$ cat src/hw/rtl/cda_pkg.sv
`timescale 1ns / 1ps
`default_nettype none
// ----------------------------------------------------------------------------
// cda_pkg
// Shared types, constants and calendar functions for the date arithmetic core.
// ----------------------------------------------------------------------------
package cda_pkg;

  localparam int YearW   = 12;
  localparam int MonthW  = 4;
  localparam int DayW    = 5;
  localparam int SerialW = 17;
  localparam int DiffW   = 18;
  localparam int OffsetW = 18;
  localparam int YoffW   = 8;
  localparam int LenW    = 9;

  localparam logic [YearW-1:0]   YearMin       = 12'd1900;
  localparam logic [YearW-1:0]   YearMax       = 12'd2099;
  localparam logic [YoffW-1:0]   YoffDefault   = 8'd100;
  localparam logic [SerialW-1:0] SerialMax     = 17'd73049;
  // Serial of 2000-01-01, the date held after reset.
  localparam logic [SerialW-1:0] SerialDefault = 17'd36525;
  localparam logic [MonthW-1:0]  MonthLast     = 4'd12;

  typedef enum logic [1:0] {
    OP_SET = 2'd0,
    OP_ADD = 2'd1,
    OP_CMP = 2'd2,
    OP_NOP = 2'd3
  } opcode_t;

  typedef enum logic [2:0] {
    ST_IDLE,
    ST_YEARS,
    ST_MONTHS,
    ST_FIND_YEAR,
    ST_FIND_MONTH,
    ST_DONE
  } state_t;

  // Control of the shared step unit.
  typedef struct packed {
    logic sub;       // subtract the length instead of adding it
    logic by_month;  // length of the current month rather than the year
  } step_ctl_t;

  // Within 1900..2099 a year is leap when divisible by four, except 1900.
  function automatic logic is_leap(input logic [YoffW-1:0] yoff);
    is_leap = (yoff[1:0] == 2'b00) && (yoff != '0);
  endfunction

  function automatic logic [LenW-1:0] year_len(input logic [YoffW-1:0] yoff);
    year_len = is_leap(yoff) ? 9'd366 : 9'd365;
  endfunction

  function automatic logic [DayW-1:0] month_days(input logic [YoffW-1:0] yoff,
                                                 input logic [MonthW-1:0] m);
    case (m)
      4'd2:    month_days = is_leap(yoff) ? 5'd29 : 5'd28;
      4'd4:    month_days = 5'd30;
      4'd6:    month_days = 5'd30;
      4'd9:    month_days = 5'd30;
      4'd11:   month_days = 5'd30;
      default: month_days = 5'd31;
    endcase
  endfunction

endpackage
`default_nettype wire

$ cat src/hw/rtl/cda_step_unit.sv
`timescale 1ns / 1ps
`default_nettype none
// ----------------------------------------------------------------------------
// cda_step_unit
// Shared adder: adds or subtracts one year or month length from the running
// day count and says whether the count fits within that length.
// ----------------------------------------------------------------------------
module cda_step_unit (
  input  wire cda_pkg::step_ctl_t                  ctl,
  input  wire logic [cda_pkg::SerialW-1:0]         acc,
  input  wire logic [cda_pkg::YoffW-1:0]           yoff,
  input  wire logic [cda_pkg::MonthW-1:0]          month,
  output logic      [cda_pkg::SerialW-1:0]         sum,
  output logic                                     fits
);

  logic [cda_pkg::LenW-1:0]    len;
  logic [cda_pkg::SerialW-1:0] len_ext;

  always_comb begin
    if (ctl.by_month) begin
      len = {{(cda_pkg::LenW - cda_pkg::DayW){1'b0}}, cda_pkg::month_days(yoff, month)};
    end else begin
      len = cda_pkg::year_len(yoff);
    end
    len_ext = {{(cda_pkg::SerialW - cda_pkg::LenW){1'b0}}, len};
    sum     = ctl.sub ? (acc - len_ext) : (acc + len_ext);
    fits    = (acc <= len_ext);
  end

endmodule
`default_nettype wire

$ cat src/hw/rtl/cda_legalize.sv
`timescale 1ns / 1ps
`default_nettype none
// ----------------------------------------------------------------------------
// cda_legalize
// Brings a given date into range; in keep mode a zero field takes the stored
// value, otherwise a zero field counts as illegal.
// ----------------------------------------------------------------------------
module cda_legalize (
  input  wire logic                           keep,
  input  wire logic [cda_pkg::YearW-1:0]      year_in,
  input  wire logic [cda_pkg::MonthW-1:0]     month_in,
  input  wire logic [cda_pkg::DayW-1:0]       day_in,
  input  wire logic [cda_pkg::YoffW-1:0]      stored_yoff,
  input  wire logic [cda_pkg::MonthW-1:0]     stored_month,
  input  wire logic [cda_pkg::DayW-1:0]       stored_day,
  output logic      [cda_pkg::YoffW-1:0]      yoff,
  output logic      [cda_pkg::MonthW-1:0]     month,
  output logic      [cda_pkg::DayW-1:0]       day
);

  logic [cda_pkg::YearW-1:0] year_rel;
  logic [cda_pkg::DayW-1:0]  day_raw;

  always_comb begin
    year_rel = year_in - cda_pkg::YearMin;
    if (keep && (year_in == '0)) begin
      yoff = stored_yoff;
    end else if ((year_in >= cda_pkg::YearMin) && (year_in <= cda_pkg::YearMax)) begin
      yoff = year_rel[cda_pkg::YoffW-1:0];
    end else begin
      yoff = cda_pkg::YoffDefault;
    end

    if (keep && (month_in == '0)) begin
      month = stored_month;
    end else if ((month_in >= 4'd1) && (month_in <= cda_pkg::MonthLast)) begin
      month = month_in;
    end else begin
      month = 4'd1;
    end

    // The day is checked against the final year and month in every case.
    day_raw = (keep && (day_in == '0)) ? stored_day : day_in;
    if ((day_raw == '0) || (day_raw > cda_pkg::month_days(yoff, month))) begin
      day = 5'd1;
    end else begin
      day = day_raw;
    end
  end

endmodule
`default_nettype wire

$ cat src/hw/rtl/calendar_date_day_arithmetic_core.sv
`timescale 1ns / 1ps
`default_nettype none
// ----------------------------------------------------------------------------
// calendar_date_day_arithmetic_core
// Gregorian date register (1900-01-01 .. 2099-12-31) with serial day
// conversion, day offset arithmetic and date comparison.
// ----------------------------------------------------------------------------
// Usage:
// Commands arrive as beats on the s_ side: set the stored date, add a signed
// day offset to it, compare it with a given date, or (opcode three) do
// nothing. Every command yields exactly one result beat on the m_ side,
// carrying the stored date, its serial day number (1 on 1900-01-01) and, for
// a compare, the difference and the less and equal flags.
// The block works on one command at a time: s_tready is high only while the
// sequencer is idle. One adder is reused for every step, one year or one month
// per cycle: a set or compare steps year by year from 1900 to the target year,
// then month by month up to the target month, and an add steps the same way
// while it finds the year and month of the new serial. A no-operation goes
// straight to the result.
// The result sits in an output register; the next command is taken while it
// waits. If the receiver stalls with a result still held, a finished command
// waits in its last state until that register frees up.
// Reset (rst, synchronous) sets the date to 2000-01-01 and clears the output
// valid flag.
// ----------------------------------------------------------------------------
module calendar_date_day_arithmetic_core (
  input  wire logic        clk,
  input  wire logic        rst,
  input  wire logic        s_tvalid,
  output logic             s_tready,
  // s_tdata from bit 0: opcode[1:0], year_in[13:2], month_in[17:14],
  // day_in[22:18], day_offset[40:23] (signed), zero fill[47:41]
  input  wire logic [47:0] s_tdata,
  output logic             m_tvalid,
  input  wire logic        m_tready,
  // m_tdata from bit 0: year_out[11:0], month_out[15:12], day_out[20:16],
  // serial_out[37:21], difference[55:38] (signed), is_less[56],
  // is_equal[57], zero fill[63:58]
  output logic [63:0]      m_tdata
);

  localparam int SumW = cda_pkg::OffsetW + 1;

  // Input fields unpacked from the beat.
  logic [1:0]                    in_opcode;
  logic [cda_pkg::YearW-1:0]     in_year;
  logic [cda_pkg::MonthW-1:0]    in_month;
  logic [cda_pkg::DayW-1:0]      in_day;
  logic [cda_pkg::OffsetW-1:0]   in_offset;

  assign in_opcode = s_tdata[1:0];
  assign in_year   = s_tdata[13:2];
  assign in_month  = s_tdata[17:14];
  assign in_day    = s_tdata[22:18];
  assign in_offset = s_tdata[40:23];

  // Architectural state: the stored date and its serial, kept in step.
  cda_pkg::state_t               state, state_next;
  logic [cda_pkg::YoffW-1:0]     yoff, yoff_next;
  logic [cda_pkg::MonthW-1:0]    month, month_next;
  logic [cda_pkg::DayW-1:0]      day, day_next;
  logic [cda_pkg::SerialW-1:0]   serial, serial_next;

  // Working registers of the sequencer.
  cda_pkg::opcode_t              op, op_next;
  logic [cda_pkg::YoffW-1:0]     cur_yoff, cur_yoff_next;
  logic [cda_pkg::MonthW-1:0]    cur_month, cur_month_next;
  logic [cda_pkg::YoffW-1:0]     tgt_yoff, tgt_yoff_next;
  logic [cda_pkg::MonthW-1:0]    tgt_month, tgt_month_next;
  logic [cda_pkg::SerialW-1:0]   acc, acc_next;
  logic [cda_pkg::DiffW-1:0]     diff, diff_next;

  // Output register.
  logic                          out_valid, out_valid_next;
  logic [63:0]                   out_data, out_data_next;

  // Shared step unit.
  cda_pkg::step_ctl_t            step_ctl;
  logic [cda_pkg::SerialW-1:0]   step_sum;
  logic                          step_fits;

  cda_step_unit u_step (
    .ctl   (step_ctl),
    .acc   (acc),
    .yoff  (cur_yoff),
    .month (cur_month),
    .sum   (step_sum),
    .fits  (step_fits)
  );

  // One legaliser: keep mode for set, zero fields illegal for compare.
  logic                          lg_keep;
  logic [cda_pkg::YoffW-1:0]     lg_yoff;
  logic [cda_pkg::MonthW-1:0]    lg_month;
  logic [cda_pkg::DayW-1:0]      lg_day;

  assign lg_keep = (in_opcode == cda_pkg::OP_SET);

  cda_legalize u_legal (
    .keep         (lg_keep),
    .year_in      (in_year),
    .month_in     (in_month),
    .day_in       (in_day),
    .stored_yoff  (yoff),
    .stored_month (month),
    .stored_day   (day),
    .yoff         (lg_yoff),
    .month        (lg_month),
    .day          (lg_day)
  );

  // Add: the offset sum is clamped into the serial range on acceptance.
  logic signed [SumW-1:0]        add_sum;
  logic [cda_pkg::SerialW-1:0]   add_clamped;

  always_comb begin
    add_sum = $signed({{(SumW - cda_pkg::SerialW){1'b0}}, serial})
            + $signed({in_offset[cda_pkg::OffsetW-1], in_offset});
    if (add_sum < $signed(SumW'(1))) begin
      add_clamped = 17'd1;
    end else if (add_sum > $signed({{(SumW - cda_pkg::SerialW){1'b0}}, cda_pkg::SerialMax}))
    begin
      add_clamped = cda_pkg::SerialMax;
    end else begin
      add_clamped = add_sum[cda_pkg::SerialW-1:0];
    end
  end

  logic [cda_pkg::DiffW-1:0]     cmp_diff;
  logic [cda_pkg::YearW-1:0]     year_abs;

  assign cmp_diff = {1'b0, serial} - {1'b0, acc};
  assign year_abs = cda_pkg::YearMin + {{(cda_pkg::YearW - cda_pkg::YoffW){1'b0}}, yoff};

  assign s_tready = (state == cda_pkg::ST_IDLE);
  assign m_tvalid = out_valid;
  assign m_tdata  = out_data;

  always_ff @(posedge clk) begin
    if (rst) begin
      state     <= cda_pkg::ST_IDLE;
      yoff      <= cda_pkg::YoffDefault;
      month     <= 4'd1;
      day       <= 5'd1;
      serial    <= cda_pkg::SerialDefault;
      out_valid <= 1'b0;
    end else begin
      state     <= state_next;
      yoff      <= yoff_next;
      month     <= month_next;
      day       <= day_next;
      serial    <= serial_next;
      out_valid <= out_valid_next;
    end
  end

  always_ff @(posedge clk) begin
    op        <= op_next;
    cur_yoff  <= cur_yoff_next;
    cur_month <= cur_month_next;
    tgt_yoff  <= tgt_yoff_next;
    tgt_month <= tgt_month_next;
    acc       <= acc_next;
    diff      <= diff_next;
    out_data  <= out_data_next;
  end

  always_comb begin
    state_next     = state;
    yoff_next      = yoff;
    month_next     = month;
    day_next       = day;
    serial_next    = serial;
    op_next        = op;
    cur_yoff_next  = cur_yoff;
    cur_month_next = cur_month;
    tgt_yoff_next  = tgt_yoff;
    tgt_month_next = tgt_month;
    acc_next       = acc;
    diff_next      = diff;
    out_data_next  = out_data;
    out_valid_next = out_valid && !m_tready;
    step_ctl       = '{sub: 1'b0, by_month: 1'b0};

    case (state)
      cda_pkg::ST_IDLE: begin
        if (s_tvalid) begin
          op_next        = cda_pkg::opcode_t'(in_opcode);
          diff_next      = '0;
          cur_yoff_next  = '0;
          cur_month_next = 4'd1;
          tgt_yoff_next  = lg_yoff;
          tgt_month_next = lg_month;
          acc_next       = {{(cda_pkg::SerialW - cda_pkg::DayW){1'b0}}, lg_day};
          case (in_opcode)
            cda_pkg::OP_SET: begin
              // The new date is stored now; its serial follows.
              yoff_next  = lg_yoff;
              month_next = lg_month;
              day_next   = lg_day;
              state_next = cda_pkg::ST_YEARS;
            end
            cda_pkg::OP_CMP: begin
              state_next = cda_pkg::ST_YEARS;
            end
            cda_pkg::OP_ADD: begin
              serial_next = add_clamped;
              acc_next    = add_clamped;
              state_next  = cda_pkg::ST_FIND_YEAR;
            end
            default: begin
              state_next = cda_pkg::ST_DONE;
            end
          endcase
        end
      end

      cda_pkg::ST_YEARS: begin
        step_ctl = '{sub: 1'b0, by_month: 1'b0};
        if (cur_yoff == tgt_yoff) begin
          state_next = cda_pkg::ST_MONTHS;
        end else begin
          acc_next      = step_sum;
          cur_yoff_next = cur_yoff + 8'd1;
        end
      end

      cda_pkg::ST_MONTHS: begin
        step_ctl = '{sub: 1'b0, by_month: 1'b1};
        if (cur_month == tgt_month) begin
          if (op == cda_pkg::OP_SET) begin
            serial_next = acc;
          end else begin
            diff_next = cmp_diff;
          end
          state_next = cda_pkg::ST_DONE;
        end else begin
          acc_next       = step_sum;
          cur_month_next = cur_month + 4'd1;
        end
      end

      cda_pkg::ST_FIND_YEAR: begin
        step_ctl = '{sub: 1'b1, by_month: 1'b0};
        if (step_fits) begin
          state_next = cda_pkg::ST_FIND_MONTH;
        end else begin
          acc_next      = step_sum;
          cur_yoff_next = cur_yoff + 8'd1;
        end
      end

      cda_pkg::ST_FIND_MONTH: begin
        step_ctl = '{sub: 1'b1, by_month: 1'b1};
        if (step_fits || (cur_month == cda_pkg::MonthLast)) begin
          yoff_next  = cur_yoff;
          month_next = cur_month;
          day_next   = acc[cda_pkg::DayW-1:0];
          state_next = cda_pkg::ST_DONE;
        end else begin
          acc_next       = step_sum;
          cur_month_next = cur_month + 4'd1;
        end
      end

      cda_pkg::ST_DONE: begin
        if (!out_valid || m_tready) begin
          out_valid_next = 1'b1;
          out_data_next  = {6'd0,
                            (op == cda_pkg::OP_CMP) && (diff == '0),
                            diff[cda_pkg::DiffW-1],
                            diff,
                            serial,
                            day,
                            month,
                            year_abs};
          state_next     = cda_pkg::ST_IDLE;
        end
      end

      default: begin
        state_next = cda_pkg::ST_IDLE;
      end
    endcase
  end

endmodule
`default_nettype wire

$ cat config.mk
export PLATFORM = sky130hd
export DESIGN_NAME = calendar_date_day_arithmetic_core
export DESIGN_NICKNAME = d
export VERILOG_FILES = /design/src/hw/rtl/cda_pkg.sv /design/src/hw/rtl/cda_step_unit.sv /design/src/hw/rtl/cda_legalize.sv /design/src/hw/rtl/calendar_date_day_arithmetic_core.sv
export SDC_FILE = /design/constraint.sdc
export NUM_CORES = 1
export LEC_CHECK = 0
export BUFFER_PORTS_ARGS = -buffer_cell sky130_fd_sc_hd__buf_2
export CAP_MARGIN = 5
export CORE_ASPECT_RATIO = 1.1
export CORE_MARGIN = 1
export CORE_UTILIZATION = 51
export DETAILED_ROUTE_END_ITERATION = 16
export PLACE_DENSITY = 0.81
export SYNTH_ARGS = -nofsm -noshare
export SYNTH_HDL_FRONTEND = slang
export SYNTH_SLANG_ARGS = --single-unit
$ cat constraint.sdc
create_clock -name clk -period 13.17 [get_ports clk]
set_input_delay 0.6585 -clock clk [delete_from_list [all_inputs] [get_ports clk]]
set_output_delay 0.6585 -clock clk [all_outputs]
set_load 0.01 [all_outputs]
Yosys cells after proc, flatten, opt, wreduce, memory -nomap -nowiden
Index checks and enable logic that the tools add are counted.
W data, S select, Z words.
{"block": "word_totals", "register_bits": 157, "out_inout_bits": 66, "in_bits": 52, "elab_cells": 170}
{"block": "classes", "n_reduce_logical": 43, "addsub": 8, "eq_ne": 35, "muxes": 62, "n_lt_le_gt_ge": 8}
{"cell": "$mux W17", "n": 13}
{"cell": "$pmux W17 S5", "n": 1}
{"cell": "$mux W8", "n": 8}
{"cell": "$mux W18", "n": 3}
{"cell": "$pmux W18 S2", "n": 1}
{"cell": "$pmux W17 S2", "n": 1}
{"cell": "$mux W4", "n": 8}
{"cell": "$pmux W5 S2", "n": 3}
{"cell": "$mux W5", "n": 5}
{"cell": "$ne A2 B2 Y1 const B", "n": 12}
{"cell": "$pmux W8 S3", "n": 1}
{"cell": "$eq A4 B4 Y1 const B", "n": 5}
{"cell": "$add A18 B18 Y19", "n": 1}
{"cell": "$gt A19 B18 Y1 const B", "n": 1}
{"cell": "$lt A19 B2 Y1 const B", "n": 1}
{"cell": "$logic_not A18 Y1", "n": 1}
{"cell": "$mux W3", "n": 6}
{"cell": "$pmux W3 S6", "n": 1}
{"cell": "$sub A17 B17 Y18", "n": 1}
{"cell": "$add A17 B9 Y17", "n": 1}
{"cell": "$le A17 B9 Y1", "n": 1}
{"cell": "$sub A17 B9 Y17", "n": 1}
{"cell": "$eq A4 B3 Y1 const B", "n": 4}
{"cell": "$pmux W8 S2", "n": 1}
{"cell": "43 further kinds", "n": 75}

Logic depth before layout (Yosys ltp)
{"block": "logic_depth", "ltp_word": 14, "mapped_depth": 19, "ltp_nobuf": 18}

Hierarchy
A second synthesis with hierarchy kept.
{"block": "unflattened", "cells_unflattened": 1033, "area_unflattened_um2": 10092.2}
{"mod": "calendar_date_day_arithmetic_core", "cells_per_inst": 773, "area_per_inst_um2": 8308.0, "seq_area_each_um2": 4304.1, "instances": 1}
{"mod": "cda_step_unit", "cells_per_inst": 165, "area_per_inst_um2": 1173.6, "seq_area_each_um2": 0.0, "instances": 1}
{"mod": "cda_legalize", "cells_per_inst": 95, "area_per_inst_um2": 610.6, "seq_area_each_um2": 0.0, "instances": 1}

Worst setup path after synthesis
Ideal clock, no wire load.
{"block": "synth_timing", "path_kind": "reg-to-reg", "from": "register cur_yoff[3] (netlist name)", "to": "register acc[0] (netlist name), enable pin", "period_less_slack_ns": 6.285, "stages_incl_launch_ff": 16, "setup_ns": 0.485, "slack_ns": 6.885, "required_ns": 12.685, "arrival_time_ns": 5.800, "n_path_buf": 1, "cell_sequence": "edfxtp_1 clkbuf_1 or4_1 o31ai_1 nor2_1 or2_2 ha_1 o21bai_1 a21oi_1 o21bai_1 a211oi_1 o21bai_1 a2111oi_0 o21ai_0 o21ai_0 a2111oi_0"}
{"block": "synth_between", "elab_chain_len": 9, "word_cells_on_any_way": 13, "cone_classes": "1 x order compare; 4 x eq/ne; 4 x mux; 4 x reduce/logical"}
{"item": "start, declared", "line_no": "calendar_date_day_arithmetic_core.sv:66", "rtl": "logic [cda_pkg::YoffW-1:0] cur_yoff, cur_yoff_next;"}
{"item": "start signal, assigned", "line_no": "calendar_date_day_arithmetic_core.sv:159", "rtl": "cur_yoff <= cur_yoff_next;"}
{"item": "$reduce_bool A8 Y1", "line_no": "cda_pkg.sv:50", "rtl": "is_leap = (yoff[1:0] == 2'b00) && (yoff != '0);"}
{"item": "$logic_and A1 B1 Y1", "line_no": "cda_pkg.sv:50"}
{"item": "$mux W1", "line_no": "cda_pkg.sv:60", "rtl": "4'd2: month_days = is_leap(yoff) ? 5'd29 : 5'd28;"}
{"item": "$pmux W5 S2", "line_no": "cda_pkg.sv:59", "rtl": "case (m)"}
{"item": "$mux W9", "line_no": "cda_step_unit.sv:21", "rtl": "if (ctl.by_month) begin"}
{"item": "$le A17 B9 Y1", "line_no": "cda_step_unit.sv:28", "rtl": "fits = (acc <= len_ext);"}
{"item": "$logic_or A1 B1 Y1", "line_no": "calendar_date_day_arithmetic_core.sv:255", "rtl": "if (step_fits || (cur_month == cda_pkg::MonthLast)) begin"}
{"item": "$ne A2 B2 Y1 (no source line)"}
{"item": "$reduce_and A6 Y1 (no source line) (*)"}
{"item": "end signal, assigned", "line_no": "calendar_date_day_arithmetic_core.sv:163", "rtl": "acc <= acc_next;"}
{"item": "end, declared", "line_no": "calendar_date_day_arithmetic_core.sv:70", "rtl": "logic [cda_pkg::SerialW-1:0] acc, acc_next;"}
Every way passes the cells marked *; elsewhere a longest branch is shown, timed or not.
A chain may end at the register's enable or synchronous reset.

Worst setup path after layout
{"block": "layout_timing", "from": "register state[1]", "to": "register yoff[7] (netlist name)"}
{"block": "layout_between", "elab_chain_len": 7, "word_cells_on_any_way": 14, "cone_classes": "1 x order compare; 6 x eq/ne; 3 x mux; 4 x reduce/logical"}
{"item": "start, declared", "line_no": "calendar_date_day_arithmetic_core.sv:58", "rtl": "cda_pkg::state_t state, state_next;"}
{"item": "start signal, assigned", "line_no": "calendar_date_day_arithmetic_core.sv:141", "rtl": "state <= cda_pkg::ST_IDLE;"}
{"item": "start signal, assigned", "line_no": "calendar_date_day_arithmetic_core.sv:148", "rtl": "state <= state_next;"}
{"item": "$eq A3 B3 Y1 / $eq A3 B2 Y1 (equally long branches)", "line_no": "calendar_date_day_arithmetic_core.sv:185", "rtl": "case (state)"}
{"item": "$pmux W2 S3", "line_no": "calendar_date_day_arithmetic_core.sv:185"}
{"item": "$mux W9", "line_no": "cda_step_unit.sv:21"}
{"item": "$le A17 B9 Y1", "line_no": "cda_step_unit.sv:28"}
{"item": "$logic_or A1 B1 Y1", "line_no": "calendar_date_day_arithmetic_core.sv:255"}
{"item": "$ne A2 B2 Y1 (no source line)"}
{"item": "$reduce_and A4 Y1 (no source line)"}
{"item": "end signal, assigned", "line_no": "calendar_date_day_arithmetic_core.sv:142", "rtl": "yoff <= cda_pkg::YoffDefault;"}
{"item": "end signal, assigned", "line_no": "calendar_date_day_arithmetic_core.sv:149", "rtl": "yoff <= yoff_next;"}
{"item": "end, declared", "line_no": "calendar_date_day_arithmetic_core.sv:59", "rtl": "logic [cda_pkg::YoffW-1:0] yoff, yoff_next;"}
Parallel ways exist; a longest one is shown, timed or not.

==> flow_summary.ini <==
[floorplan]
die-area_sq_um = 18800
core_sq_um = 17800
ios = 118
rows = 51
start_util = 0.524
die_w_um = 131
chipHeight_um = 144

[power]
p_comb_frac = 0.348
netSwitchingFraction = 0.359
p_per_area_nw_per_um2 = 174
intPower_w = 0.00119
seqPwrFrac = 0.382
power.leakage_nw = 4.11
power.share.clock = 0.270
irDropWorstVdd_v = 0.000116
power_switching_w = 0.000670
power_w = 0.00186

[sta]
slew_viol_final = 0
hold_viol = 0
hold_ws_ns = 0.449
slew_headroom = 0.113
rsz0062_at_grt = false
fmax_mhz = 175
fin_skew_ns = 0.0115
setup_viol = 0
min_period_over_period = 0.435
setup_tns_ns = 0
period_minus_slack_ns = 5.73
worstMarginPinSlew_ns = 1.30

[clock_network]
root_buffer = clkbuf_16
cts_tree = yes
post-cts-setup-buffers = 0
clkSlewWorstSetupHoldPaths_ns = 0.06
clk_latency_ns = 0.43
clkSinkCount = 156
hold_buffers = 0
h-tree-depth = 4
cts_buffer_depth = 2
cts_buffers = 17
ctsResizeCount = 0

[min_path]
min_path_cells = 0
min_to = m_tdata[53]
worstHoldStart = diff[15]
hp-class = flop to flop

[final_layout]
antenna_cells = 0
layout-drive-gt1-share = 0.153
finish.utilization = 0.600
most-common-layout-cells = edfxtp_1, nor2_1, buf_2, a21oi_1, ha_1
area_growth_pct = 14.4
fillers = 1434
layout_commonest_cell = edfxtp_1
fin_nets = 1152
stdcell_count = 1290

[route]
drtIter0Drc = 610
viasPerCell = 5.85
wirelength_um = 21400
vias = 7544
post-route-drc-count = 0
drtPass1Iterations = 5
drtAntennaViolNets = 0
wl_per_cell_um = 16.6

[synthesis]
ys.flop_type = edfxtp_1
synth_area_per_cell_sq_um = 9.87
async_flop_share = 0
synth.distinct_cells = 72
ys_ff_latch = 156
syn-cell-area_sq_um = 9340
synth_edf_count = 118
netlist_instances = 946
yosysWarnings = 0
ys_seq_area_frac = 0.461

[setup_path]
worstSetupStartpointType = flop
reg2reg_from = state[1]
cp.arrival_ns = 6.01
worst_setup_path_end_kind = flop
cp.required_ns = 13.46
r2r_cells = 17
worstReg2RegEnd = yoff[7]
criticalPathCategory = flop to flop
crit_fanout = 23
r2r_setup_slack_ns = 7.44

[placement]
place_inst = 1258
gp_congestion = 0.906
hpwl_um = 15800
portBuffers = 104

[global_route]
grt_pass1_wl_um = 33600
grt_usage = 0.233
antenna_found_initial = 0
grt_max_degree = 58
grt_overflow_total = 0
grt_pass1_vias = 6898

[outcome]
run_status = completed

[job]
drv_cap = 0
-- layout make-up --
| class | count | area, sq um | share of cell area |
|---|---|---|---|
| Tap cell | 238 | 298 | 0.0279 |
| Timing Repair Buffer | 111 | 573 | 0.0536 |
| Multi-Input combinational cell | 699 | 4700 | 0.440 |
| Clock inverter | 8 | 106 | 0.00995 |
| Inverter | 54 | 203 | 0.0190 |
| Sequential cell | 156 | 4300 | 0.403 |
| Clock buffer | 24 | 504 | 0.0472 |
-- stage by stage --
| stage | setup WS [ns] | cell area, sq um |
|---|---|---|
| 2_1_floorplan | 6.89 | 9350 |
| 3_3_place_gp | 7.71 | 10100 |
| 3_5_place_dp | 7.67 | 10100 |
| 4_1_cts | 7.63 | 10700 |
| 5_1_grt | 7.16 | 10700 |
| 6_report | 7.44 | 10700 |
-- metal layers --
layer,vias to the layer above,global-route usage,part of all wire
li1,3673,-,-
met1,3525,0.302,0.43
met2,304,0.374,0.48
met3,42,0.0436,0.069
met4,0,0.105,0.027
met5,-,0,0
-- worst max-delay path by stage --
stage | from | end | slack, ns | cells after the start
4_1_cts | state[1] | yoff[7] | 7.63 | 17
2_1_floorplan | cur_yoff[3] | acc[0] | 6.89 | 15
3_5_place_dp | state[1] | yoff[7] | 7.67 | 17
3_3_place_gp | state[1] | yoff[3] | 7.71 | 17
6_report | state[1] | yoff[7] | 7.44 | 17
5_1_grt | state[1] | yoff[7] | 7.16 | 17
-- critical path, stage by stage, from the launching register on --
cell	delay, ns
dfxtp_1	0.81
xor2_1	0.23
nand2_1	0.28
inv_1	0.31
nor2_1	0.09
or2_2	0.33
ha_1	0.35
o21bai_1	0.10
a21oi_1	0.19
o21bai_1	0.11
a211oi_1	0.27
o21bai_1	0.11
a2111oi_0	1.08
o21ai_0	0.44
o41ai_4	0.21
buf_4	0.37
mux2i_1	0.23
nor2_1	0.05
-- flip-flops by register name, summed over array words and instances, names as in the netlist, 5 cells and up --
register	count
cur_yoff	8
serial	17
day	5
tgt_yoff	8
diff	18
m_tdata	57
yoff	8
acc	17
-- synthesized netlist by cell type (4+ instances only) --
cell type | n | area (sq um)
o21ai_0 | 43 | 215
fa_1 | 4 | 80.1
o21a_1 | 11 | 82.6
a21oi_1 | 71 | 355
mux2_2 | 4 | 45.0
buf_4 | 7 | 52.6
nand4_1 | 11 | 68.8
a2111oi_0 | 5 | 43.8
and3_1 | 12 | 75.1
or3_1 | 7 | 43.8
nor2b_1 | 11 | 68.8
nand3_1 | 16 | 80.1
xor2_1 | 22 | 193
a21o_1 | 7 | 52.6
xnor2_1 | 44 | 385
nor3_1 | 32 | 160
or2_2 | 7 | 43.8
o21bai_1 | 7 | 52.6
or4_1 | 6 | 45.0
o221ai_1 | 4 | 35.0
buf_1 | 4 | 15.0
nor3b_1 | 4 | 30.0
nor4_1 | 12 | 75.1
and2_1 | 5 | 31.3
a211oi_1 | 18 | 135
edfxtp_1 | 118 | 3540
o31a_1 | 4 | 35.0
o22ai_1 | 15 | 93.8
nand2_1 | 49 | 184
a22o_1 | 4 | 35.0
nand2b_1 | 11 | 68.8
inv_1 | 54 | 203
o311ai_0 | 4 | 35.0
ha_1 | 57 | 713
dfxtp_1 | 38 | 761
clkbuf_1 | 29 | 109
a31oi_1 | 15 | 93.8
nor2_1 | 110 | 413
mux2i_1 | 12 | 120
-- kinds of logic (layout without fill, tap and decap cells) --
kind of cell,Yosys count,in the layout,share of synthesized area
simple gates,302,302,0.156
compound gates,248,248,0.176
flops,156,156,0.461
buf+inv,96,197,0.0417
xor+xnor,66,66,0.0619
fa+ha+maj,61,61,0.0850
mux,16,16,0.0177
other cells,1,6,0.000402
-- power by group through the flow --
stage	Combinational, W	Sequential, W	Clock [W]
3_3_place_gp	0.000617	0.000715	0
2_1_floorplan	0.000518	0.000673	0
4_1_cts	0.000641	0.000709	0.000503
5_1_grt	0.000720	0.000722	0.000521
3_5_place_dp	0.000632	0.000719	0
6_report	0.000649	0.000712	0.000503
(Power assumes the default switching activity.)
